## src/hw/rtl/assert_macros.svh

```systemverilog
// Assertion helpers for the dither block.
`ifndef ASSERT_MACROS_SVH
`define ASSERT_MACROS_SVH

// Same-cycle implication, silenced during reset.
`define SEDD_ASSERT_IMP(label, clk, rst_n, cond, prop) \
  label: assert property (@(posedge clk) disable iff (!rst_n) (cond) |-> (prop)) \
    else $error("assertion failed");

// Next-cycle implication, silenced during reset.
`define SEDD_ASSERT_NXT(label, clk, rst_n, cond, prop) \
  label: assert property (@(posedge clk) disable iff (!rst_n) (cond) |=> (prop)) \
    else $error("assertion failed");

`endif

```

## src/hw/rtl/sedd_pkg.sv

```systemverilog
package sedd_pkg;

  localparam int MaxWidth = 1024;
  localparam int XW       = 10;
  localparam int ErrW     = 18;
  localparam int TagW     = 16;
  localparam int MemAw    = XW + 1;
  localparam int MemDw    = TagW + ErrW;
  localparam int FifoDepth = 2;

  localparam logic [1:0] RegImageWidth  = 2'd0;
  localparam logic [1:0] RegImageHeight = 2'd1;
  localparam logic [1:0] RegThreshold   = 2'd2;

  localparam logic signed [ErrW-1:0] ErrMax = 18'sh1FFFF;
  localparam logic signed [ErrW-1:0] ErrMin = 18'sh20000;

  typedef struct packed {
    logic [7:0] gray;
    logic [7:0] alpha;
  } pix_t;

  typedef struct packed {
    logic [10:0] width;
    logic [15:0] height;
    logic [15:0] thr;
  } cfg_t;

  function automatic logic signed [ErrW-1:0] sat18(input logic signed [20:0] v);
    logic signed [ErrW-1:0] r;
    if (v > 21'(ErrMax)) r = ErrMax;
    else if (v < 21'(ErrMin)) r = ErrMin;
    else r = v[ErrW-1:0];
    return r;
  endfunction

endpackage

```

## src/hw/rtl/sedd_fifo.sv

```systemverilog
module sedd_fifo import sedd_pkg::*; (
  input  logic clk_i,
  input  logic rst_ni,
  input  logic push_i,
  input  pix_t push_data_i,
  input  logic pop_i,
  output pix_t pop_data_o,
  output logic full_o,
  output logic empty_o
);

  pix_t       mem_q [FifoDepth];
  logic       wp_q, rp_q;
  logic [1:0] cnt_q;

  assign full_o  = (cnt_q == 2'(FifoDepth));
  assign empty_o = (cnt_q == '0);
  assign pop_data_o = mem_q[rp_q];

  always_ff @(posedge clk_i or negedge rst_ni) begin
    if (!rst_ni) begin
      wp_q <= 1'b0;
      rp_q <= 1'b0;
      cnt_q <= '0;
    end else begin
      if (push_i) wp_q <= ~wp_q;
      if (pop_i) rp_q <= ~rp_q;
      cnt_q <= cnt_q + 2'(push_i) - 2'(pop_i);
    end
  end

  always_ff @(posedge clk_i) begin
    if (push_i) mem_q[wp_q] <= push_data_i;
  end

endmodule

```

## config.mk

```make
export PLATFORM = sky130hd
export DESIGN_NAME = sedd_fifo
export DESIGN_NICKNAME = d
export VERILOG_FILES = /design/src/hw/rtl/assert_macros.svh /design/src/hw/rtl/sedd_pkg.sv /design/src/hw/rtl/sedd_fifo.sv
export SDC_FILE = /design/constraint.sdc
export NUM_CORES = 1
export LEC_CHECK = 0
export ABC_AREA = 1
export BUFFER_PORTS_ARGS = -buffer_cell sky130_fd_sc_hd__buf_2
export CAP_MARGIN = 20
export CORE_MARGIN = 3
export CORE_UTILIZATION = 41
export CTS_CLUSTER_DIAMETER = 50
export CTS_CLUSTER_SIZE = 10
export DETAILED_ROUTE_END_ITERATION = 8
export PLACE_DENSITY = 0.64
export REMOVE_ABC_BUFFERS = 1
export SYNTH_ARGS = -nofsm -noshare
export SYNTH_HDL_FRONTEND = slang
export SYNTH_SLANG_ARGS = --single-unit
```

## constraint.sdc

```tcl
create_clock -name clk_i -period 2 [get_ports clk_i]
set_clock_uncertainty 0.2 [all_clocks]
set_input_delay 0.3 -clock clk_i [delete_from_list [all_inputs] [get_ports clk_i]]
set_output_delay 0.3 -clock clk_i [all_outputs]
set_load 0.03 [all_outputs]
```

======== Word level (Yosys, flattened, before mapping) ========
Memories as Yosys holds them, arrays and structs flattened.
Cells that the tools add are included.
operators by class
  muxes and demuxes ....................... 2
  eq/ne operators ......................... 1
  add/sub/neg operators ................... 2
  reductions and logical operators ........ 1
  bitwise gates (word level) .............. 2
operators by type and width
  kind                                         number
  2-bit by 1-bit adder with 2-bit output       1
  2-bit equality test (second input constant)  1
  2-bit zero test                              1
  1-bit two-way mux                            2
  1-bit inverter                               2
  2-bit by 1-bit subtractor with 2-bit output  1
word-level totals
  bits in writable memories ............... 32
  memories kept ........................... 1
  output and inout port bits .............. 18
  logic and storage cells ................. 12
  register bits ........................... 4
  bits of input ports ..................... 20
memory list
  memory  words  width  rd ports  clocked after memory_dff  wr ports  RTL line         source
  mem_q   2      16     1         0                         1         sedd_fifo.sv:12  pix_t mem_q [FifoDepth];

======== Logic depth before layout (Yosys ltp) ========
Gate-level depths: netlist (run 1).
  depth in word-level cells ............... 2
  gate-level depth with buffers ........... 7
  mapped depth without buffers ............ 7

======== Least setup slack after synthesis (run 1) ========
Ideal clock, no wire load.
  kind .................................... flip-flop to flip-flop
  start ................................... reg wp_q
  end ..................................... mem mem_q[0][0] (netlist name), enable pin
  setup slack ............................. 0.308 ns
  data arrival time ....................... 1.104 ns
  cell stages (with the launch flop) ...... 2
  path buffers ............................ 0
  path through ............................ dfrtp_1 nor2_1
RTL lines
  item                    RTL line         source
  from (decl)             sedd_fifo.sv:13  logic wp_q, rp_q;
  from (signal assigned)  sedd_fifo.sv:26  if (push_i) wp_q <= ~wp_q;
  to (decl)               sedd_fifo.sv:12
Straight into the memory's write port.

==> results.toml, run 1 <==
[outcome]
run_status = "completed"

[power_and_ir_drop]
clockPowerShare_pct = 13.0
power.density_nw_per_um2 = 1320
switchingPower_mw = 1.07
netSwitchingFraction_pct = 41.6
vdd_ir_drop_max_uv = 662
total_power_mw = 2.56
internal_power_mw = 1.50
power_frac_comb_pct = 45.6
p_seq_share_pct = 41.5
power.leakage_nw = 0.878

[critical_path]
critPathKind = "reg -> out"
worst_path_max_delay_cell = "dfrtp_1"
path_max_fanout = 16
crit_chain = "buf_4 -> nand2_1 -> o21ai_2 -> buf_2"
cpPeakStageDelay_ns = 0.37
crit_buf_inv = 2
crit_path_start_kind = "flop"
path_delay_family = "buffers and inverters"
endpoint_kind = "primary output"
cp_data_required_time_ns = 1.50
worstPathArrival_ns = 1.30

[flow_run]
maxCapViolCount = 0

[placed_design]
globalplace.congestion = 0.725
dpl.cell_count = 194
place_ws_ns = 0.543
dp_hpwl_um = 1610
place_area_um2 = 1710
port-buffer-count = 37

[grt]
grt_pass1_vias = 1001
grtUsageMet2_pct = 22.9
grt.busiest_layer = "met2"
overflow = 0
grt_usage_pct = 12.9
antenna_found_initial = 0
grt_use_met3_pct = 4.76
grt_max_degree = 18
met1_usage_pct = 13.2
grt_pass1_wl_um = 4060

[sta]
slew_headroom_pct = 85.9
setup_slack_ns = 0.195
finalHoldViolCount = 0
worst_pin_slew_ns = 0.211
setup_viol = 0
rsz0062_at_grt = "false"
slew_viol_final = 0
fmax_ghz = 0.554
period_needed_ns = 1.80
finalCritPeriodShare_pct = 90.2

[route]
drt_iter0_markers = 19
viasPerCell = 4.31
wl_um = 2330
vias = 949
drc = 0
avgRoutedWirePerCell_um = 10.6
ant_nets = 0
dr.pass1.iters = 4

[cells_and_area]
final_cells = 220
design_area_um2 = 1940
syn_to_final_growth_pct = 31.0
nets = 196
final_util_pct = 56.9
diodes = 0
layout-drive-gt1-share_pct = 35.6

[synthesis]
synthTopCellsByCount = "edfxtp_1 (32), inv_1 (23), nand2_1 (22), o21ai_2 (14), dfrtp_1 (4)"
synth_ff_type = "edfxtp_1"
yosysTopAreaCell = "edfxtp_1"
async_flop_share_pct = 11.1
synth_area_um2 = 1480
synthDistinctLibCells = 12
ys_seq_area_share_pct = 71.5
synth_area_per_cell_um2 = 13.6
yosysWarnings = 0
synth-edff-count = 32
synth_area_leaders = "edfxtp_1 (65%), o21ai_2 (8.3%), dfrtp_1 (6.7%)"
synthCells = 109
synth_top_area_share_pct = 64.8
yosysMostFrequentCell = "edfxtp_1"
ys_seq_elements = 36

[min_path]
hold_class = "in -> async"

[clock_tree]
cts_made_buffers = 5
cts.sinks = 36
cts.clk_slew.worst_paths_ns = 0.10
cts_root_buffer = "clkbuf_4"
cts_buffer_depth = 2
cts_tree = "built"
postCtsSetupBuffers = 0
htree_levels = 2
clock_latency_ns = 0.32

[die]
die_y_um = 66.2
rows = 21
dieArea_um2 = 4380
start_util_pct = 43.4
ios = 38
die_w_um = 66.2
core_area_um2 = 3420
==> placed cells by master (no fill, tap or decap), drive strengths merged <==
cell type	netlist	final
nand3	1	1
nand2	22	22
dfrtp	4	4
dlygate4sd3	0	19
o21ai	16	16
inv	23	23
clkbuf	0	5
xor2	2	2
ha	2	2
buf	4	43
edfxtp	32	32
clkinv	0	2
nor2	3	3
==> layout make-up <==
cell class,instances,area [um2]
clock inverter,2,7.51
multi-input combinational,46,274
tap,46,57.6
timing repair buffer,62,420
fill,297,1470
clock buffer,5,37.5
inverter,23,86.3
sequential,36,1060
==> flip-flops by register name, summed over array words and instances (netlist names) <==
name / flops
rp_q: 1
mem_q: 32
cnt_q: 2
wp_q: 1
==> repair_timing <==
item / 4_1_cts / 5_1_grt
hold buffers: 19 / 0
endpoints found under the hold margin: 38 / 0
resized for setup: 0 / 0
==> worst paths after layout <==
kind,startpoint,end,slack (ns),cells past startpoint
worst min-delay path,rst_ni,cnt_q[0],0.1,2
worst max-delay path,rp_q,pop_data_o[3],0.20,4
max in group asynchronous,rst_ni,rp_q,1.38,2
worst max register to register,cnt_q[0],cnt_q[1],0.67,6
worst min register to register,wp_q,wp_q,0.30,1
min in group clk_i,wp_q,wp_q,0.30,1
==> metrics by stage <==
stage | hold slack, ns | TNS (ns)
final | 0.0975 | 0
after global routing | 0.0879 | 0
after CTS | 0.0757 | 0
after detailed placement | -0.0851 | 0
after global placement | -0.0889 | 0
after floorplan | -0.196 | -0.205
==> kinds of logic (layout without fill, tap and decap cells) <==
kind of cell    count (synthesis)  count (layout)  share of synthesized area (%)
simple gates                   26              26                           6.66
fa+ha+maj                       2               2                           1.69
buf+inv                        27              92                           10.0
compound gates                 16              16                           8.94
xor+xnor                        2               2                           1.18
flops                          36              36                           71.5
==> power by group through the flow <==
| stage | Clock, mW | Sequential, mW | Combinational (mW) |
|---|---|---|---|
| after floorplan | 0 | 1.16 | 0.724 |
| after global placement | 0 | 1.07 | 1.14 |
| after detailed placement | 0 | 1.08 | 1.16 |
| after CTS | 0.350 | 1.06 | 1.19 |
| after global routing | 0.381 | 1.08 | 1.29 |
| final | 0.333 | 1.06 | 1.17 |
==> layer usage <==
layer  part of all wire (%)  wire length, um  vias up
met5                      0                0        -
li1                       -                -      486
met3                    5.6              131        6
met2                     51             1190       28
met1                     41              967      429
met4                    1.9               44        0
Power figures use the tool's default switching activity.
==> run 2: changes to the inputs <==
ABC_AREA = not set   (was 1)
CORE_UTILIZATION = 45   (was 41)
PLACE_DENSITY = 0.7   (was 0.64)
==> results.toml, run 2 <==
[route]
drt_iter0_markers = 15
vias = 769
drc = 0
ant_nets = 0
avgRoutedWirePerCell_um = 14.0
viasPerCell = 4.72
dr.pass1.iters = 2
wl_um = 2280

[clock_tree]
cts_buffer_depth = 2
cts_tree = "built"
postCtsSetupBuffers = 0
cts_made_buffers = 5
clock_latency_ns = 0.34
htree_levels = 2
cts.sinks = 36
cts.clk_slew.worst_paths_ns = 0.10
cts_root_buffer = "clkbuf_4"

[grt]
grt_pass1_vias = 741
grt_max_degree = 13
overflow = 0
grt_usage_pct = 13.2
antenna_found_initial = 0
grt_pass1_wl_um = 3330

[synthesis]
async_flop_share_pct = 11.1
yosysMostFrequentCell = "edfxtp_1"
synthDistinctLibCells = 13
synthCells = 65
ys_seq_elements = 36
synth_area_um2 = 1400
synth_area_leaders = "edfxtp_1 (69%), mux2_4 (9.6%), dfrtp_1 (7.1%)"
synth_area_per_cell_um2 = 21.6
synth-edff-count = 32
synth_ff_type = "edfxtp_1"
yosysWarnings = 0
synthTopCellsByCount = "edfxtp_1 (32), mux2_4 (9), mux2_2 (7), dfrtp_1 (4)"
ys_seq_area_share_pct = 75.6
yosysTopAreaCell = "edfxtp_1"
synth_top_area_share_pct = 68.5

[flow_run]
maxCapViolCount = 0

[critical_path]
worstPathArrival_ns = 1.43
crit_path_start_kind = "flop"
path_max_fanout = 12
cp_data_required_time_ns = 1.50
endpoint_kind = "primary output"
critPathKind = "reg -> out"

[power_and_ir_drop]
p_seq_share_pct = 43.1
power.leakage_nw = 0.788
internal_power_mw = 1.61
power.density_nw_per_um2 = 1330
power_frac_comb_pct = 42.9
total_power_mw = 2.49
netSwitchingFraction_pct = 35.5
vdd_ir_drop_max_uv = 703
clockPowerShare_pct = 14.0
switchingPower_uw = 885

[placed_design]
port-buffer-count = 37
dp_hpwl_um = 1530
globalplace.congestion = 0.650

[cells_and_area]
top_register = "mem_q"
largestRegisters = "mem_q: 32 flops, cnt_q: 2 flops"
largest_reg_flops = 32
nets = 153
layout-drive-gt1-share_pct = 47.7
mostFrequentLayoutCells = "buf_2 (37), edfxtp_1 (32), dlygate4sd3_1 (19)"
syn_to_final_growth_pct = 34.0
diodes = 0
final_common_cell = "buf_2"

[sta]
rsz0062_at_grt = "true"
period_needed_ns = 1.93
finalCritPeriodShare_pct = 96.4
worst_pin_slew_ns = 0.217
setup-tns-final_ns = 0
setup_viol = 0
slew_headroom_pct = 85.5
finalHoldViolCount = 0
fmax_ghz = 0.519
slew_viol_final = 0

[die]
ios = 38
die_w_um = 61.8
start_util_pct = 49.2
die_y_um = 61.8
rows = 19
core_area_um2 = 2850
dieArea_um2 = 3820

[min_path]
hold_class = "in -> async"

[outcome]
run_status = "completed"
-- run 2: cell type report --
class                           count  area, um2
Clock buffer                        7       45.0
Clock inverter                      1       3.75
Fill cell                         218        973
Inverter                            2       7.51
Multi-Input combinational cell     25        303
Sequential cell                    36       1060
Tap cell                           31       38.8
Timing Repair Buffer               61        420
-- run 2: worst max-delay path: stages (launching register included) --
cell and delay [ns]:
dfrtp_1 0.39, buf_8 0.18, mux2_2 0.35, buf_2 0.18
-- run 2: worst paths after layout --
path	start	endpoint	slack, ns	cells past startpoint
max reg2reg	wp_q	mem_q[1][12]	0.56	2
min	rst_ni	cnt_q[1]	0.07	2
max in group asynchronous	rst_ni	rp_q	1.41	2
min in group clk_i	wp_q	wp_q	0.32	1
min reg2reg	wp_q	wp_q	0.32	1
max	rp_q	pop_data_o[4]	0.07	3
-- run 2: routing by layer --
layer	GRT usage (%)	part of all wire [%]
met4	6.36	1.8
met2	21.7	51
met5	0	0
met3	6.61	6.7
met1	14.0	41
-- run 2: timing repair --
item | in CTS | in global routing
hold buffers | 19 | 0
resized for setup | 0 | 2
setup endpoints to repair | 0 | 11
hold endpoints to repair | 38 | 0
-- run 2: kinds of logic after synthesis --
| kind of cell | Yosys count | share of synthesized area (%) |
|---|---|---|
| xor+xnor | 3 | 2.94 |
| fa+ha+maj | 2 | 1.78 |
| buf+inv | 4 | 2.77 |
| flops | 36 | 75.6 |
| mux | 16 | 15.3 |
| simple gates | 4 | 1.61 |
-- run 2: power by group through the flow --
stage	combinational (mW)	sequential (mW)	clock (mW)
finish	1.07	1.07	0.350
global route	1.14	1.08	0.406
CTS	1.07	1.07	0.362
detailed placement	1.04	1.09	0
global placement	1.02	1.07	0
floorplan	0.701	1.13	0
-- run 2: stage by stage --
step / std cells / util (%) / cell area [um2] / worst slack [ns] / hold slack [ns]
after global placement: 136 / 57.2 / 1630 / 0.407 / -0.0903
after CTS: 163 / 65.6 / 1870 / 0.0118 / 0.0696
after floorplan: 63 / - / 1370 / 0.264 / -0.196
after detailed placement: 136 / 57.2 / 1630 / 0.399 / -0.0895
after global routing: 163 / 65.9 / 1880 / 0.0000789 / 0.0600
final: 163 / 65.9 / 1880 / 0.0727 / 0.0728
