==> src/hw/rtl/assert_macros.svh <==
// Assertion helpers for the dither block.
`ifndef ASSERT_MACROS_SVH
`define ASSERT_MACROS_SVH

// Same-cycle implication, silenced during reset.
`define SEDD_ASSERT_IMP(label, clk, rst_n, cond, prop) \
  label: assert property (@(posedge clk) disable iff (!rst_n) (cond) |-> (prop)) \
    else $error("assertion failed");

// Next-cycle implication, silenced during reset.
`define SEDD_ASSERT_NXT(label, clk, rst_n, cond, prop) \
  label: assert property (@(posedge clk) disable iff (!rst_n) (cond) |=> (prop)) \
    else $error("assertion failed");

`endif

==> src/hw/rtl/sedd_pkg.sv <==
package sedd_pkg;

  localparam int MaxWidth = 1024;
  localparam int XW       = 10;
  localparam int ErrW     = 18;
  localparam int TagW     = 16;
  localparam int MemAw    = XW + 1;
  localparam int MemDw    = TagW + ErrW;
  localparam int FifoDepth = 2;

  localparam logic [1:0] RegImageWidth  = 2'd0;
  localparam logic [1:0] RegImageHeight = 2'd1;
  localparam logic [1:0] RegThreshold   = 2'd2;

  localparam logic signed [ErrW-1:0] ErrMax = 18'sh1FFFF;
  localparam logic signed [ErrW-1:0] ErrMin = 18'sh20000;

  typedef struct packed {
    logic [7:0] gray;
    logic [7:0] alpha;
  } pix_t;

  typedef struct packed {
    logic [10:0] width;
    logic [15:0] height;
    logic [15:0] thr;
  } cfg_t;

  function automatic logic signed [ErrW-1:0] sat18(input logic signed [20:0] v);
    logic signed [ErrW-1:0] r;
    if (v > 21'(ErrMax)) r = ErrMax;
    else if (v < 21'(ErrMin)) r = ErrMin;
    else r = v[ErrW-1:0];
    return r;
  endfunction

endpackage

==> src/hw/rtl/sedd_front.sv <==
module sedd_front import sedd_pkg::*; (
  input  logic       clk_i,
  input  logic       rst_ni,
  input  logic       in_valid_i,
  output logic       in_stall_o,
  input  logic [7:0] red_in_i,
  input  logic [7:0] green_in_i,
  input  logic [7:0] blue_in_i,
  input  logic [7:0] alpha_in_i,
  input  logic       hold_i,
  input  logic       full_i,
  output logic       push_o,
  output pix_t       push_data_o
);

  localparam logic [1:0] F_IDLE = 2'd0;
  localparam logic [1:0] F_DIV  = 2'd1;
  localparam logic [1:0] F_MUL  = 2'd2;
  localparam logic [1:0] F_SUM  = 2'd3;

  logic [1:0]  state_q, state_d;
  logic [3:0]  cnt_q, cnt_d;
  logic [7:0]  a_q, a_d;
  logic [7:0]  c_q   [3], c_d   [3];
  logic [15:0] n_q   [3], n_d   [3];
  logic [7:0]  rem_q [3], rem_d [3];
  logic [7:0]  quo_q [3], quo_d [3];
  logic [23:0] prod_q [3], prod_d [3];
  logic [23:0] sum;
  logic        accept;
  logic [7:0]  cin [3];
  logic [8:0]  t;
  logic [7:0]  u;

  assign in_stall_o = (state_q != F_IDLE) || hold_i;
  assign accept = in_valid_i && !in_stall_o;
  assign cin[0] = red_in_i;
  assign cin[1] = green_in_i;
  assign cin[2] = blue_in_i;
  assign sum = prod_q[0] + prod_q[1] + prod_q[2];
  assign push_data_o.gray  = sum[23:16];
  assign push_data_o.alpha = a_q;
  assign push_o = (state_q == F_SUM) && !full_i;

  always_comb begin
    state_d = state_q;
    cnt_d = cnt_q;
    a_d = a_q;
    t = '0;
    u = '0;
    for (int i = 0; i < 3; i++) begin
      c_d[i] = c_q[i];
      n_d[i] = n_q[i];
      rem_d[i] = rem_q[i];
      quo_d[i] = quo_q[i];
      prod_d[i] = prod_q[i];
    end
    unique case (state_q)
      F_IDLE: begin
        if (accept) begin
          a_d = alpha_in_i;
          for (int i = 0; i < 3; i++) begin
            c_d[i] = cin[i];
            n_d[i] = {cin[i], 8'd0} - {8'd0, cin[i]};
            rem_d[i] = '0;
            quo_d[i] = '0;
          end
          cnt_d = '0;
          state_d = F_DIV;
        end
      end
      F_DIV: begin
        // restoring divide, one quotient bit per cycle in each lane
        for (int i = 0; i < 3; i++) begin
          t = {rem_q[i], n_q[i][15]};
          if (t >= {1'b0, a_q}) begin
            u = 8'(t - {1'b0, a_q});
            rem_d[i] = u;
            quo_d[i] = {quo_q[i][6:0], 1'b1};
          end else begin
            rem_d[i] = t[7:0];
            quo_d[i] = {quo_q[i][6:0], 1'b0};
          end
          n_d[i] = {n_q[i][14:0], 1'b0};
        end
        // all 16 numerator bits pass through; c < alpha keeps the quotient in 8 bits
        cnt_d = cnt_q + 4'd1;
        if (cnt_q == 4'd15) state_d = F_MUL;
      end
      F_MUL: begin
        for (int i = 0; i < 3; i++) begin
          if (a_q == '0) quo_d[i] = '0;
          else if (c_q[i] >= a_q) quo_d[i] = 8'd255;
        end
        prod_d[0] = 24'd19595 * 24'((a_q == '0) ? 8'd0 :
                    (c_q[0] >= a_q) ? 8'd255 : quo_q[0]);
        prod_d[1] = 24'd38470 * 24'((a_q == '0) ? 8'd0 :
                    (c_q[1] >= a_q) ? 8'd255 : quo_q[1]);
        prod_d[2] = 24'd7471 * 24'((a_q == '0) ? 8'd0 :
                    (c_q[2] >= a_q) ? 8'd255 : quo_q[2]);
        state_d = F_SUM;
      end
      F_SUM: begin
        if (!full_i) state_d = F_IDLE;
      end
      default: state_d = F_IDLE;
    endcase
  end

  always_ff @(posedge clk_i or negedge rst_ni) begin
    if (!rst_ni) begin
      state_q <= F_IDLE;
      cnt_q <= '0;
    end else begin
      state_q <= state_d;
      cnt_q <= cnt_d;
    end
  end

  always_ff @(posedge clk_i) begin
    a_q <= a_d;
    for (int i = 0; i < 3; i++) begin
      c_q[i] <= c_d[i];
      n_q[i] <= n_d[i];
      rem_q[i] <= rem_d[i];
      quo_q[i] <= quo_d[i];
      prod_q[i] <= prod_d[i];
    end
  end

endmodule

==> config.mk <==
export PLATFORM = sky130hd
export DESIGN_NAME = sedd_front
export DESIGN_NICKNAME = d
export VERILOG_FILES = /design/src/hw/rtl/assert_macros.svh /design/src/hw/rtl/sedd_pkg.sv /design/src/hw/rtl/sedd_front.sv
export SDC_FILE = /design/constraint.sdc
export NUM_CORES = 1
export LEC_CHECK = 0
export BUFFER_PORTS_ARGS = -buffer_cell sky130_fd_sc_hd__buf_2
export CORE_ASPECT_RATIO = 0.5
export CORE_MARGIN = 4
export CORE_UTILIZATION = 30
export CTS_CLUSTER_SIZE = 24
export DETAILED_ROUTE_END_ITERATION = 7
export SLEW_MARGIN = 20
export SYNTH_ARGS = -nofsm -noshare
export SYNTH_HDL_FRONTEND = slang
export SYNTH_SLANG_ARGS = --single-unit
==> constraint.sdc <==
create_clock -name clk_i -period 10.18 [get_ports clk_i]
set_input_delay 1.018 -clock clk_i [delete_from_list [all_inputs] [get_ports clk_i]]
set_output_delay 1.018 -clock clk_i [all_outputs]
set_load 0.01 [all_outputs]
* Word-level counts from Yosys, hierarchy flattened
Memory sizes are Yosys's and may differ from the RTL's.
Cells that the tools add are included.
** Word-level totals
- Memories kept :: 5
- RAM bits :: 192
- Input bits :: 37
- Logic and storage cells :: 78
- Bits in registers :: 14
** Cells by class
- $mul :: 3
- Magnitude comparators :: 6
- Reduce and logical (&&, ||, !) cells :: 12
- Add/subtract/negate cells :: 9
- Equality and inequality tests :: 7
- Mux-type cells :: 33
** Memories
- prod_q :: words 3, width 24, rd ports 3, clocked after Yosys merged registers in 0, write ports 3, RTL line sedd_front.sv:28 : logic [23:0] prod_q [3], prod_d [3];
- n_q :: words 3, width 16, rd ports 3, clocked after Yosys merged registers in 0, write ports 3, RTL line sedd_front.sv:25 : logic [15:0] n_q [3], n_d [3];
- c_q :: words 3, width 8, rd ports 3, clocked after Yosys merged registers in 0, write ports 3, RTL line sedd_front.sv:24 : logic [7:0] c_q [3], c_d [3];
- quo_q :: words 3, width 8, rd ports 3, clocked after Yosys merged registers in 0, write ports 3, RTL line sedd_front.sv:27 : logic [7:0] quo_q [3], quo_d [3];
- rem_q :: words 3, width 8, rd ports 3, clocked after Yosys merged registers in 0, write ports 3, RTL line sedd_front.sv:26 : logic [7:0] rem_q [3], rem_d [3];
** Operators by type and width (count)
- 2-to-1 mux 8 bit :: 15
- 2-to-1 mux 24 bit :: 4
- one-hot mux 48 bit (2 select lines) :: 1
- 2-to-1 mux 72 bit :: 1
- one-hot mux 24 bit (3 select lines) :: 1
- adder 24 bit :: 2
- 2-to-1 mux 48 bit :: 1
- one-hot mux 24 bit (2 select lines) :: 1
- subtractor 16 x 8 -> 16 bit :: 3
- multiplier 15 x 8 -> 23 bit (first input constant) :: 2
- greater-or-equal comparator 9 x 8 -> 1 bit :: 3
- greater-or-equal comparator 8 bit :: 3
- subtractor 8 bit :: 3
- multiplier 13 x 8 -> 21 bit (first input constant) :: 1
- logical NOT 8 bit :: 1
- one-hot mux 2 bit (4 select lines) :: 1
- one-hot mux 4 bit (2 select lines) :: 1
- 2-to-1 mux 2 bit :: 3
- != test 2 bit (second input constant) :: 3
- adder 4 x 1 -> 4 bit (second input constant) :: 1
- equality test 2 bit (second input constant) :: 2
- equality test 4 bit (second input constant) :: 1
- 2-to-1 mux 4 bit :: 1
- AND reduction 2 bit :: 2
- 8 further kinds :: 13

* Longest topological paths before layout
Gate-level depths: netlist of run 1.
- Depth in word-level cells :: 6
- Mapped depth :: 25

* Worst setup path after synthesis of run 1
Ideal clock, no wire load.
- Path kind :: register to register
- From :: reg a_q[1]
- To :: mem prod_q[2][20] (netlist: prod_q[0][68]) (data pin)
- Period minus slack after synthesis :: 6270 ps
- Setup slack :: 3910 ps
- Cell stages (with the launch flop) :: 24
- Arrival time :: 6010 ps
- Setup time :: 260 ps
- Required time :: 9920 ps
- Path buffers :: 1
- Cells stage by stage :: edfxtp_1 inv_1 ha_1 a21o_1 a211o_1 o2111ai_1 a32oi_1 buf_2 o21ai_0 inv_1 fa_1 fa_1 fa_1 inv_1 fa_1 inv_1 ha_1 or3_1 o2bb2ai_1 a211oi_1 o21bai_1 o21ai_0 a21oi_1 xnor2_1
** RTL lines
- start: declaration :: RTL line sedd_front.sv:23 : logic [7:0] a_q, a_d;
- start signal: assignment :: RTL line sedd_front.sv:121 : a_q <= a_d;
- end: declaration :: RTL line sedd_front.sv:28

==> flow_results.xml, run 1 <==
<?xml version="1.0" encoding="UTF-8"?>
<metrics>
  <group name="yosys">
    <metric name="number_of_enable_type_register_cells_in_the_synthesized_netlist" unit="">195</metric>
    <metric name="synth-async-reset-ratio" unit="%">2.99</metric>
    <metric name="yosys-top-cells-area" unit="">sky130_fd_sc_hd__edfxtp_1, sky130_fd_sc_hd__ha_1, sky130_fd_sc_hd__fa_1, sky130_fd_sc_hd__inv_1, sky130_fd_sc_hd__o21ai_0</metric>
    <metric name="netlist.top_cell.by_area" unit="">sky130_fd_sc_hd__edfxtp_1</metric>
    <metric name="syn-mean-instance-area" unit="um^2">10.7</metric>
    <metric name="synth-main-ff-cell" unit="">sky130_fd_sc_hd__edfxtp_1</metric>
    <metric name="syn-cell-area" unit="um^2">16400</metric>
    <metric name="synthesis.nets" unit="">1917</metric>
    <metric name="netlist-cell-type-count" unit="">69</metric>
    <metric name="post_synth_inst_count" unit="">1536</metric>
    <metric name="synth_top_cell_area_share" unit="%">35.7</metric>
    <metric name="ys_seq_area_share" unit="%">36.7</metric>
    <metric name="postSynthRegisterBits" unit="">201</metric>
    <metric name="count_of_yosys_warnings_during_synthesis" unit="">0</metric>
  </group>
  <group name="clocking">
    <metric name="cts_made_buffers" unit="">23</metric>
    <metric name="cts.path.max_buffers" unit="">3</metric>
    <metric name="worst_skew_pair.late_latency" unit="ns">0.54</metric>
    <metric name="postCtsResizedCells" unit="">0</metric>
    <metric name="postCtsHoldBufs" unit="">0</metric>
    <metric name="clkSinkCount" unit="">201</metric>
    <metric name="postCtsSetupBuffers" unit="">0</metric>
    <metric name="clkTransAtPathRegs" unit="ns">0.06</metric>
    <metric name="cts_root_buffer" unit="">sky130_fd_sc_hd__clkbuf_16</metric>
    <metric name="cts_tree" unit="">yes</metric>
    <metric name="htree_levels" unit="">1</metric>
  </group>
  <group name="critical_path">
    <metric name="timing.critical_path.mode_cell" unit="">sky130_fd_sc_hd__o21ai_0</metric>
    <metric name="worstPathMaxFanout" unit="">14</metric>
    <metric name="crit_path_top_delay_cell" unit="">sky130_fd_sc_hd__fa_1</metric>
    <metric name="crit_arrival" unit="ns">7.11</metric>
    <metric name="critPathMaxStageDelay" unit="ns">0.58</metric>
    <metric name="critical_path_class" unit="">register to register</metric>
    <metric name="rrSetupSlack" unit="ns">3.34</metric>
    <metric name="cp.buffers_inverters" unit="">5</metric>
    <metric name="critPathLaunchType" unit="">register</metric>
    <metric name="top_family_by_delay_on_critical_path" unit="">adder cells</metric>
    <metric name="worst-endpoint-required" unit="ns">10.45</metric>
    <metric name="r2r-start" unit="">a_q[1]</metric>
    <metric name="timing.critical_path.to_type" unit="">register</metric>
    <metric name="crit-reg2reg-capture" unit="">prod_q[0][67]</metric>
    <metric name="ff2ff_path_depth" unit="">22</metric>
    <metric name="critical_path.cell_chain" unit="">inv_1 &gt; ha_1 &gt; a21o_1 &gt; a211o_1 &gt; o2111ai_1 &gt; a32oi_1 &gt; buf_4 &gt; o21ai_0 &gt; inv_1 &gt; fa_1 &gt; fa_1 &gt; fa_1 &gt; inv_1 &gt; fa_1 &gt; inv_1 &gt; ha_1 &gt; or3_1 &gt; o21ai_0 &gt; o21ai_0 &gt; o21ai_0 &gt; o21ai_0 &gt; xor2_1</metric>
  </group>
  <group name="sta">
    <metric name="fin_tns_setup" unit="ns">0</metric>
    <metric name="rsz0062_at_grt" unit="">no</metric>
    <metric name="fin_worst_skew" unit="ns">0.0139</metric>
    <metric name="finalHoldViolations" unit="">0</metric>
    <metric name="final_min_period_over_clock_period" unit="%">67.2</metric>
    <metric name="worst_slew_margin_relative_to_its_limit" unit="%">29.0</metric>
    <metric name="slew_viol_final" unit="">0</metric>
    <metric name="max_freq" unit="MHz">146</metric>
    <metric name="final_setup_fails" unit="">0</metric>
    <metric name="tightest_slew" unit="ns">1.07</metric>
    <metric name="period_minus_slack" unit="ns">6.84</metric>
  </group>
  <group name="detailed_routing">
    <metric name="route.vias.total" unit="">11100</metric>
    <metric name="routed_via_density" unit="">4.77</metric>
    <metric name="wl_per_cell" unit="um">15.3</metric>
    <metric name="wl" unit="mm">35.4</metric>
    <metric name="first_pass_iteration_count_of_the_detailed_router" unit="">5</metric>
    <metric name="antenna_violating_nets_post_route" unit="">0</metric>
    <metric name="dr.first_iter.drc_count" unit="">574</metric>
    <metric name="drc" unit="">0</metric>
  </group>
  <group name="worst_hold_path">
    <metric name="holdCritPathClass" unit="">input pin to asynchronous set/reset pin</metric>
  </group>
  <group name="finish">
    <metric name="drive_above_1_share" unit="%">7.72</metric>
    <metric name="layout.cells.most_common" unit="">sky130_fd_sc_hd__ha_1</metric>
    <metric name="layout.filler_cells" unit="">5385</metric>
    <metric name="finalNonFillerCells" unit="">2319</metric>
    <metric name="design.final.nets" unit="">1971</metric>
    <metric name="area_growth" unit="%">11.4</metric>
    <metric name="most-common-layout-cells" unit="">sky130_fd_sc_hd__ha_1, sky130_fd_sc_hd__edfxtp_1, sky130_fd_sc_hd__inv_1</metric>
    <metric name="antenna_cells_inserted" unit="">0</metric>
    <metric name="ff_latch_area" unit="um^2">6010</metric>
    <metric name="multi_input_area" unit="um^2">9630</metric>
  </group>
  <group name="job">
    <metric name="cap_viol_max_count" unit="">0</metric>
  </group>
  <group name="floorplan">
    <metric name="die_height" unit="um">173</metric>
    <metric name="row_count" unit="">60</metric>
    <metric name="die-width" unit="um">338</metric>
    <metric name="initial_utilization" unit="%">30.4</metric>
    <metric name="die_area" unit="um^2">58600</metric>
    <metric name="placeableCoreArea" unit="um^2">53900</metric>
    <metric name="pin_count" unit="">55</metric>
  </group>
  <group name="placement">
    <metric name="gp_congestion" unit="">0.882</metric>
    <metric name="detailedPlacementHpwl" unit="mm">27.7</metric>
    <metric name="number_of_placed_instances_with_taps_included" unit="">2278</metric>
    <metric name="io_buffers" unit="">54</metric>
  </group>
  <group name="global_route">
    <metric name="grt_antenna_before_repair" unit="">1</metric>
    <metric name="grt_max_degree" unit="">73</metric>
    <metric name="grt.overflow.total" unit="">0</metric>
    <metric name="grt_first_pass_wirelength" unit="mm">58.2</metric>
    <metric name="grt.total_usage" unit="%">12.0</metric>
    <metric name="grt_pass1_vias" unit="">11000</metric>
  </group>
  <group name="run_status">
    <metric name="result_of_the_run" unit="">completed</metric>
  </group>
</metrics>
## worst max path at each step
stage,cells after the start,start,to
6_report,22,a_q[1],prod_q[0][67]
5_1_grt,23,a_q[1],prod_q[0][67]
4_1_cts,23,a_q[1],prod_q[0][67]
3_5_place_dp,22,a_q[1],prod_q[0][67]
3_3_place_gp,23,a_q[1],prod_q[0][65]
2_1_floorplan,23,a_q[1],prod_q[0][68]
## stage by stage
step / utilization (%) / worst slack (ns) / cell area (um^2) / hold WS [ns]
CTS: 33.8 / 3.30 / 18200 / 0.270
finish: 33.8 / 3.34 / 18200 / 0.302
global placement: 32.5 / 3.48 / 17500 / 0.495
detailed placement: 32.5 / 3.34 / 17500 / 0.496
global route: 33.8 / 2.79 / 18200 / 0.285
floorplan: - / 3.91 / 16400 / 0.482
## state kept, by name (all words and copies together) (netlist names)
register and count:
c_q 24, prod_q 67, a_q 8, n_q 48, state_q 2, rem_q 24
cnt_q 4, quo_q 24
## cells by family after synthesis
logic type / after synthesis / share of synthesized area, %
muxes: 18 / 1.14
xor gates and xnor gates: 79 / 4.22
AOI/OAI and AO/OA: 346 / 13.2
and+or+nand+nor: 341 / 9.80
adders and majority gates: 344 / 30.2
DFF: 201 / 36.7
buffers and inverters: 207 / 4.81
## synth_stat cells, types with 6 or more instances
master                     instances
sky130_fd_sc_hd__mux2i_1          13
sky130_fd_sc_hd__a21o_1           30
sky130_fd_sc_hd__xnor2_1          55
sky130_fd_sc_hd__o21bai_1          6
sky130_fd_sc_hd__o21ai_1           7
sky130_fd_sc_hd__xor2_1           24
sky130_fd_sc_hd__nand2b_1         14
sky130_fd_sc_hd__nor2b_1          18
sky130_fd_sc_hd__a21oi_1          80
sky130_fd_sc_hd__o21a_1           21
sky130_fd_sc_hd__and3_1            7
sky130_fd_sc_hd__nand4_1           9
sky130_fd_sc_hd__or3_1             9
sky130_fd_sc_hd__a31oi_1           8
sky130_fd_sc_hd__nand2_1         117
sky130_fd_sc_hd__ha_1            259
sky130_fd_sc_hd__a211oi_1         14
sky130_fd_sc_hd__nor3_1           22
sky130_fd_sc_hd__nor2_1           90
sky130_fd_sc_hd__edfxtp_1        195
sky130_fd_sc_hd__o31ai_1          10
sky130_fd_sc_hd__o211ai_1          9
sky130_fd_sc_hd__dfrtp_1           6
sky130_fd_sc_hd__nor4_1            8
sky130_fd_sc_hd__inv_1           175
sky130_fd_sc_hd__o21ai_0         118
sky130_fd_sc_hd__clkbuf_1         22
sky130_fd_sc_hd__fa_1             85
sky130_fd_sc_hd__nand3_1          27
## routing by layer
metal	vias up	wire length, um	global-route usage, %	share of wire, %
li1	5616	-	-	-
met1	5258	16900	16.2	48
met2	140	16500	20.3	47
met3	53	1130	1.86	3.2
met4	2	888	3.03	2.5
met5	-	7	0	0.020
## area by class of cell
type	count	area share, %
Multi-Input combinational cell	1128	52.8
Sequential cell	201	32.9
Tap cell	713	4.89
Inverter	175	3.60
Clock buffer	27	3.24
Timing Repair Buffer	61	1.77
Clock inverter	14	0.782
Power of run 1 is not shown: default switching activity piles up to over one toggle a cycle in this logic, so the estimate is an artifact.
==> run 2, diff against run 1 <==
- ABC_AREA: default -> 1
- clock period: 10.18 -> 5.9 ns (I/O delays scaled with it)
==> run 2 against run 1 <==
Compared with the run above:
- synthesized cell count grew 36%
- sequential cell count is the same
- critical endpoint is now prod_q[0][62]
- synthesized area grew 8.8%
- critical path type unchanged
- utilization grew 0.52 points
- design area grew 9.5%
- largest cell class unchanged
==> flow_results.xml, run 2 <==
<?xml version="1.0" encoding="UTF-8"?>
<metrics>
  <group name="run_status">
    <metric name="result_of_the_run" unit="">completed</metric>
  </group>
  <group name="clocking">
    <metric name="postCtsSetupBuffers" unit="">0</metric>
    <metric name="clkSinkCount" unit="">201</metric>
    <metric name="htree_levels" unit="">1</metric>
    <metric name="cts_tree" unit="">yes</metric>
    <metric name="clkTransAtPathRegs" unit="ns">0.06</metric>
    <metric name="cts_made_buffers" unit="">25</metric>
    <metric name="cts_root_buffer" unit="">sky130_fd_sc_hd__clkbuf_16</metric>
    <metric name="cts.path.max_buffers" unit="">3</metric>
    <metric name="worst_skew_pair.late_latency" unit="ns">0.55</metric>
  </group>
  <group name="finish">
    <metric name="most-common-layout-cells" unit="">sky130_fd_sc_hd__nand2_1, sky130_fd_sc_hd__inv_1, sky130_fd_sc_hd__ha_1</metric>
    <metric name="largest_register_ff_count" unit="">67</metric>
    <metric name="design.final.nets" unit="">2538</metric>
    <metric name="stdcell_area" unit="um^2">20000</metric>
    <metric name="largestRegisters" unit="">prod_q (67), n_q (48)</metric>
    <metric name="area_growth" unit="%">12.1</metric>
    <metric name="max_flop_register" unit="">prod_q</metric>
    <metric name="layout.cells.most_common" unit="">sky130_fd_sc_hd__nand2_1</metric>
    <metric name="layout.filler_cells" unit="">5992</metric>
    <metric name="drive_above_1_share" unit="%">6.48</metric>
  </group>
  <group name="global_route">
    <metric name="grt.total_usage" unit="%">13.0</metric>
    <metric name="grt_max_degree" unit="">81</metric>
    <metric name="grt.overflow.total" unit="">0</metric>
    <metric name="grt_first_pass_wirelength" unit="mm">69.0</metric>
    <metric name="grt_pass1_vias" unit="">13400</metric>
    <metric name="grt_antenna_before_repair" unit="">9</metric>
  </group>
  <group name="yosys">
    <metric name="netlist.top_cell.by_area" unit="">sky130_fd_sc_hd__edfxtp_1</metric>
    <metric name="synth_top_cell_area_share" unit="%">32.9</metric>
    <metric name="count_of_yosys_warnings_during_synthesis" unit="">0</metric>
    <metric name="synth_top_cells_by_count" unit="">sky130_fd_sc_hd__nand2_1, sky130_fd_sc_hd__inv_1, sky130_fd_sc_hd__ha_1, sky130_fd_sc_hd__nor2_1, sky130_fd_sc_hd__edfxtp_1</metric>
    <metric name="synthMostInstantiatedCell" unit="">sky130_fd_sc_hd__nand2_1</metric>
    <metric name="syn-mean-instance-area" unit="um^2">8.55</metric>
    <metric name="synth-main-ff-cell" unit="">sky130_fd_sc_hd__edfxtp_1</metric>
    <metric name="ys_seq_area_share" unit="%">33.7</metric>
    <metric name="netlist-cell-type-count" unit="">40</metric>
    <metric name="postSynthRegisterBits" unit="">201</metric>
    <metric name="synth-async-reset-ratio" unit="%">2.99</metric>
    <metric name="number_of_enable_type_register_cells_in_the_synthesized_netlist" unit="">195</metric>
    <metric name="yosys-top-cells-area" unit="">sky130_fd_sc_hd__edfxtp_1, sky130_fd_sc_hd__ha_1, sky130_fd_sc_hd__nand2_1, sky130_fd_sc_hd__fa_1, sky130_fd_sc_hd__inv_1</metric>
    <metric name="syn-cell-area" unit="um^2">17800</metric>
    <metric name="post_synth_inst_count" unit="">2084</metric>
    <metric name="synthesis.nets" unit="">2465</metric>
  </group>
  <group name="worst_hold_path">
    <metric name="holdCritPathClass" unit="">input pin to register</metric>
  </group>
  <group name="detailed_routing">
    <metric name="route.vias.total" unit="">13700</metric>
    <metric name="first_pass_iteration_count_of_the_detailed_router" unit="">5</metric>
    <metric name="drc" unit="">0</metric>
    <metric name="antenna_violating_nets_post_route" unit="">0</metric>
    <metric name="dr.first_iter.drc_count" unit="">749</metric>
    <metric name="routed_via_density" unit="">4.65</metric>
    <metric name="wl" unit="mm">41.5</metric>
    <metric name="wl_per_cell" unit="um">14.1</metric>
  </group>
  <group name="floorplan">
    <metric name="row_count" unit="">62</metric>
    <metric name="die_area" unit="um^2">63600</metric>
    <metric name="die_height" unit="um">180</metric>
    <metric name="placeableCoreArea" unit="um^2">58100</metric>
    <metric name="die-width" unit="um">353</metric>
    <metric name="pin_count" unit="">55</metric>
    <metric name="initial_utilization" unit="%">30.7</metric>
  </group>
  <group name="placement">
    <metric name="gp_congestion" unit="">0.897</metric>
    <metric name="detailedPlacementHpwl" unit="mm">33.4</metric>
    <metric name="io_buffers" unit="">54</metric>
    <metric name="placedInstanceArea" unit="um^2">19100</metric>
  </group>
  <group name="sta">
    <metric name="tightest_slew" unit="ns">1.06</metric>
    <metric name="fin_worst_skew" unit="ns">0.0154</metric>
    <metric name="finalHoldViolations" unit="">0</metric>
    <metric name="max_freq" unit="MHz">184</metric>
    <metric name="fin_tns_setup" unit="ns">0</metric>
    <metric name="slew_viol_final" unit="">0</metric>
    <metric name="rsz0062_at_grt" unit="">no</metric>
    <metric name="final_setup_fails" unit="">0</metric>
    <metric name="final_min_period_over_clock_period" unit="%">92.4</metric>
    <metric name="period_minus_slack" unit="ns">5.45</metric>
    <metric name="worst_slew_margin_relative_to_its_limit" unit="%">29.1</metric>
  </group>
  <group name="job">
    <metric name="cap_viol_max_count" unit="">0</metric>
  </group>
  <group name="critical_path">
    <metric name="worstPathMaxFanout" unit="">8</metric>
    <metric name="crit_arrival" unit="ns">5.76</metric>
    <metric name="critPathLaunchType" unit="">register</metric>
    <metric name="timing.critical_path.to_type" unit="">register</metric>
    <metric name="worst-endpoint-required" unit="ns">6.21</metric>
    <metric name="critical_path_class" unit="">register to register</metric>
  </group>
</metrics>
==> run 2: cell types whose count changed after synthesis, moves of 18 or more <==
cell                      change
sky130_fd_sc_hd__a21oi_1     +40
sky130_fd_sc_hd__o21ai_0     -46
sky130_fd_sc_hd__nand3_1     +97
sky130_fd_sc_hd__nand4_1     +18
sky130_fd_sc_hd__nor2_1     +112
sky130_fd_sc_hd__nor2b_1     -18
sky130_fd_sc_hd__xnor2_1     -40
sky130_fd_sc_hd__nand2_1    +354
sky130_fd_sc_hd__inv_1      +164
sky130_fd_sc_hd__a21o_1      -23
==> run 2: per-layer routing <==
| metal | global-route usage (%) | vias up | wire length, um |
|---|---|---|---|
| met2 | 22.5 | 193 | 19300 |
| met5 | 0 | - | 103 |
| met1 | 17.4 | 6375 | 19700 |
| met4 | 1.94 | 16 | 543 |
| li1 | - | 7045 | - |
| met3 | 2.42 | 51 | 1830 |
==> run 2: cell families (layout without fill, tap and decap cells) <==
| kind of cell | count (synthesis) | count (layout) | share of synthesized area [%] |
|---|---|---|---|
| flops | 201 | 201 | 33.7 |
| fa+ha+maj | 344 | 344 | 27.7 |
| simple gates | 868 | 868 | 20.2 |
| xor+xnor | 53 | 53 | 2.60 |
| other cells | 0 | 1 | 0 |
| buf+inv | 366 | 458 | 7.93 |
| compound gates | 252 | 252 | 7.87 |
==> run 2: worst paths after layout <==
path / from / to / slack, ns / cells past startpoint
max in group asynchronous: rst_ni / cnt_q[2] / 5.35 / 2
max: a_q[1] / prod_q[0][62] / 0.45 / 25
max reg2reg: a_q[1] / prod_q[0][62] / 0.45 / 25
min reg2reg: n_q[0][1] / n_q[0][2] / 0.52 / 2
min: alpha_in_i[6] / a_q[6] / 0.21 / 1
min in group asynchronous: rst_ni / cnt_q[0] / 0.40 / 2
==> run 2: cell type report <==
class                      instances  area, um^2  area share [%]
multi-input combinational       1517       10400            52.2
sequential                       201        6010            30.1
inverter                         339        1270            6.37
tap                              768         961            4.81
clock buffer                      35         713            3.57
timing repair buffer              73         415            2.08
clock inverter                    11         171           0.858
antenna                            1        2.50          0.0125
==> run 2: critical path, stage by stage, from the launching register on <==
cell                       delay, ns
sky130_fd_sc_hd__edfxtp_1       0.39
sky130_fd_sc_hd__inv_1          0.08
sky130_fd_sc_hd__ha_1           0.30
sky130_fd_sc_hd__nand2_1        0.07
sky130_fd_sc_hd__nand3_1        0.08
sky130_fd_sc_hd__nand2_1        0.07
sky130_fd_sc_hd__nand2_1        0.06
sky130_fd_sc_hd__nand2_1        0.22
sky130_fd_sc_hd__nand3_1        0.14
sky130_fd_sc_hd__nand2_1        0.16
sky130_fd_sc_hd__inv_1          0.15
sky130_fd_sc_hd__fa_1           0.56
sky130_fd_sc_hd__fa_1           0.54
sky130_fd_sc_hd__fa_1           0.54
sky130_fd_sc_hd__inv_1          0.05
sky130_fd_sc_hd__fa_1           0.53
sky130_fd_sc_hd__inv_1          0.04
sky130_fd_sc_hd__ha_1           0.34
sky130_fd_sc_hd__a21oi_1        0.27
sky130_fd_sc_hd__nor2_1         0.07
sky130_fd_sc_hd__nor2_1         0.09
sky130_fd_sc_hd__nand2_1        0.11
sky130_fd_sc_hd__a21oi_1        0.18
sky130_fd_sc_hd__inv_1          0.06
sky130_fd_sc_hd__nand2_1        0.06
sky130_fd_sc_hd__nand2_1        0.04
==> run 2: timing repair <==
| action | CTS | global route |
|---|---|---|
| hold buffers | 1 | 0 |
| endpoints found under the hold margin | 6 | 0 |
| gates resized for setup | 0 | 0 |
==> run 2: metrics by stage <==
stage	cells	hold slack [ns]	utilization, %	worst slack (ns)
2_1_floorplan	2084	0.294	-	0.640
3_3_place_gp	2897	0.423	32.8	0.581
3_5_place_dp	2897	0.422	32.8	0.497
4_1_cts	2944	0.187	34.4	0.475
5_1_grt	2945	0.192	34.4	0.0733
6_report	2945	0.211	34.4	0.451
Power of run 2 is left out for the same reason.
==> run 3, diff against run 2 <==
- clock period: 5.9 -> 6.7 ns (I/O delays scaled with it)
==> run 3 against run 2 <==
Compared with the run above:
- die area unchanged
- global-route usage rose by 0.17 points
- sequential cell count did not move
- sequential share of layout area rose by 0.23 points
- first-iteration DRC count increased by 21%
- largest cell class unchanged
- via count fell by 1.3%
- clock-buffer cell count shrank 4
- final cell count decreased by 0.41%
- clock skew grew 0.0011 ns
- design area fell by 0.75%
==> flow_results.xml, run 3 (synthesis results as in run 2) <==
<?xml version="1.0" encoding="UTF-8"?>
<metrics>
  <group name="worst_hold_path">
    <metric name="holdCritPathClass" unit="">input pin to register</metric>
  </group>
  <group name="clocking">
    <metric name="cts_tree" unit="">yes</metric>
    <metric name="clkSinkCount" unit="">201</metric>
    <metric name="cts.path.max_buffers" unit="">3</metric>
    <metric name="htree_levels" unit="">1</metric>
    <metric name="cts_root_buffer" unit="">sky130_fd_sc_hd__clkbuf_16</metric>
    <metric name="worst_skew_pair.late_latency" unit="ns">0.54</metric>
    <metric name="clkTransAtPathRegs" unit="ns">0.06</metric>
    <metric name="cts_made_buffers" unit="">24</metric>
    <metric name="postCtsSetupBuffers" unit="">0</metric>
  </group>
  <group name="floorplan">
    <metric name="die-width" unit="um">353</metric>
    <metric name="initial_utilization" unit="%">30.7</metric>
    <metric name="die_area" unit="um^2">63600</metric>
    <metric name="row_count" unit="">62</metric>
    <metric name="pin_count" unit="">55</metric>
    <metric name="placeableCoreArea" unit="um^2">58100</metric>
    <metric name="die_height" unit="um">180</metric>
  </group>
  <group name="detailed_routing">
    <metric name="dr.first_iter.drc_count" unit="">903</metric>
    <metric name="antenna_violating_nets_post_route" unit="">0</metric>
    <metric name="wl" unit="mm">41.9</metric>
    <metric name="first_pass_iteration_count_of_the_detailed_router" unit="">5</metric>
    <metric name="route.vias.total" unit="">13500</metric>
    <metric name="drc" unit="">0</metric>
    <metric name="wl_per_cell" unit="um">14.3</metric>
    <metric name="routed_via_density" unit="">4.60</metric>
  </group>
  <group name="global_route">
    <metric name="grt_max_degree" unit="">81</metric>
    <metric name="grt_pass1_vias" unit="">13500</metric>
    <metric name="grt_first_pass_wirelength" unit="mm">69.9</metric>
    <metric name="grt.total_usage" unit="%">13.2</metric>
    <metric name="grt.overflow.total" unit="">0</metric>
    <metric name="grt_antenna_before_repair" unit="">5</metric>
  </group>
  <group name="critical_path">
    <metric name="critPathMaxStageDelay" unit="ns">0.57</metric>
    <metric name="crit_path_top_delay_cell" unit="">sky130_fd_sc_hd__fa_1</metric>
    <metric name="timing.critical_path.mode_cell" unit="">sky130_fd_sc_hd__nand2_1</metric>
    <metric name="worst-endpoint-required" unit="ns">6.99</metric>
    <metric name="top_family_by_delay_on_critical_path" unit="">adder cells</metric>
    <metric name="worstPathMaxFanout" unit="">8</metric>
    <metric name="timing.critical_path.to_type" unit="">register</metric>
    <metric name="cp.buffers_inverters" unit="">5</metric>
    <metric name="crit_arrival" unit="ns">6.10</metric>
    <metric name="critical_path_class" unit="">register to register</metric>
    <metric name="critPathLaunchType" unit="">register</metric>
  </group>
  <group name="placement">
    <metric name="gp_congestion" unit="">0.897</metric>
    <metric name="number_of_placed_instances_with_taps_included" unit="">2887</metric>
    <metric name="placedInstanceArea" unit="um^2">19000</metric>
    <metric name="detailedPlacementHpwl" unit="mm">33.5</metric>
    <metric name="io_buffers" unit="">54</metric>
  </group>
  <group name="finish">
    <metric name="drive_above_1_share" unit="%">5.96</metric>
    <metric name="area_growth" unit="%">11.2</metric>
    <metric name="stdcell_area" unit="um^2">19800</metric>
    <metric name="largest_register_ff_count" unit="">67</metric>
    <metric name="finalNonFillerCells" unit="">2933</metric>
    <metric name="largestRegisters" unit="">prod_q (67), n_q (48)</metric>
    <metric name="multi_input_area" unit="um^2">10400</metric>
    <metric name="most-common-layout-cells" unit="">sky130_fd_sc_hd__nand2_1, sky130_fd_sc_hd__inv_1, sky130_fd_sc_hd__ha_1</metric>
    <metric name="ff_latch_area" unit="um^2">6010</metric>
    <metric name="layout.filler_cells" unit="">6021</metric>
    <metric name="layout.cells.most_common" unit="">sky130_fd_sc_hd__nand2_1</metric>
    <metric name="design.final.nets" unit="">2527</metric>
    <metric name="max_flop_register" unit="">prod_q</metric>
  </group>
  <group name="sta">
    <metric name="fin_tns_setup" unit="ns">0</metric>
    <metric name="worst_slew_margin_relative_to_its_limit" unit="%">28.1</metric>
    <metric name="final_min_period_over_clock_period" unit="%">86.8</metric>
    <metric name="tightest_slew" unit="ns">1.08</metric>
    <metric name="slew_viol_final" unit="">0</metric>
    <metric name="rsz0062_at_grt" unit="">no</metric>
    <metric name="fin_worst_skew" unit="ns">0.0165</metric>
    <metric name="period_minus_slack" unit="ns">5.81</metric>
    <metric name="finalHoldViolations" unit="">0</metric>
    <metric name="final_setup_fails" unit="">0</metric>
    <metric name="max_freq" unit="MHz">172</metric>
  </group>
  <group name="run_status">
    <metric name="result_of_the_run" unit="">completed</metric>
  </group>
  <group name="job">
    <metric name="cap_viol_max_count" unit="">0</metric>
  </group>
</metrics>
[run 3: cell types whose count changed in the layout (fill, tap and decap cells not counted)]
cell                         change
sky130_fd_sc_hd__buf_4          -10
sky130_fd_sc_hd__clkbuf_1        +2
sky130_fd_sc_hd__clkbuf_16       -1
sky130_fd_sc_hd__clkbuf_8        -5
sky130_fd_sc_hd__clkinv_1        -2
sky130_fd_sc_hd__clkinv_2        +3
sky130_fd_sc_hd__clkinv_8        +1
sky130_fd_sc_hd__clkinvlp_4      +1
sky130_fd_sc_hd__inv_16          -1
[run 3: layout make-up]
type | instances | share of cell area [%]
multi-input cells | 1517 | 52.6
flip-flops and latches | 201 | 30.3
inverters | 339 | 6.42
well taps | 768 | 4.85
clock buffers | 31 | 3.16
repair buffers | 63 | 1.72
clock inverters | 13 | 0.922
diodes | 1 | 0.0126
[run 3: metrics by stage]
stage	utilization (%)	setup WS, ns	hold slack, ns
6_report	34.1	0.887	0.300
3_5_place_dp	32.7	0.910	0.502
3_3_place_gp	32.7	0.999	0.502
5_1_grt	34.1	0.425	0.281
2_1_floorplan	-	1.44	0.374
4_1_cts	34.1	0.883	0.276
[run 3: final timing paths]
| check | start | end | slack [ns] | depth (start not counted) |
|---|---|---|---|---|
| worst min register to register | n_q[0][37] | n_q[0][38] | 0.51 | 2 |
| worst max register to register | a_q[1] | prod_q[0][62] | 0.89 | 25 |
| worst max-delay path | a_q[1] | prod_q[0][62] | 0.89 | 25 |
| worst min-delay path | alpha_in_i[4] | a_q[4] | 0.30 | 1 |
| max in group asynchronous | rst_ni | cnt_q[1] | 6.07 | 2 |
| min in group asynchronous | rst_ni | state_q[0] | 0.48 | 2 |
[run 3: timing repair]
action                                  4_1_cts  5_1_grt
resized for setup                             0        0
hold buffers                                  1        0
endpoints found under the hold margin         6        0
endpoints found under the setup margin        0        0
[run 3: routing by layer]
metal / routed length [um] / vias up / track usage (%)
li1: - / 7005 / -
met1: 20200 / 6211 / 18.3
met2: 19100 / 216 / 22.0
met3: 1720 / 59 / 2.05
met4: 861 / 8 / 2.67
met5: 40 / - / 0
Power of run 3 is left out for the same reason.
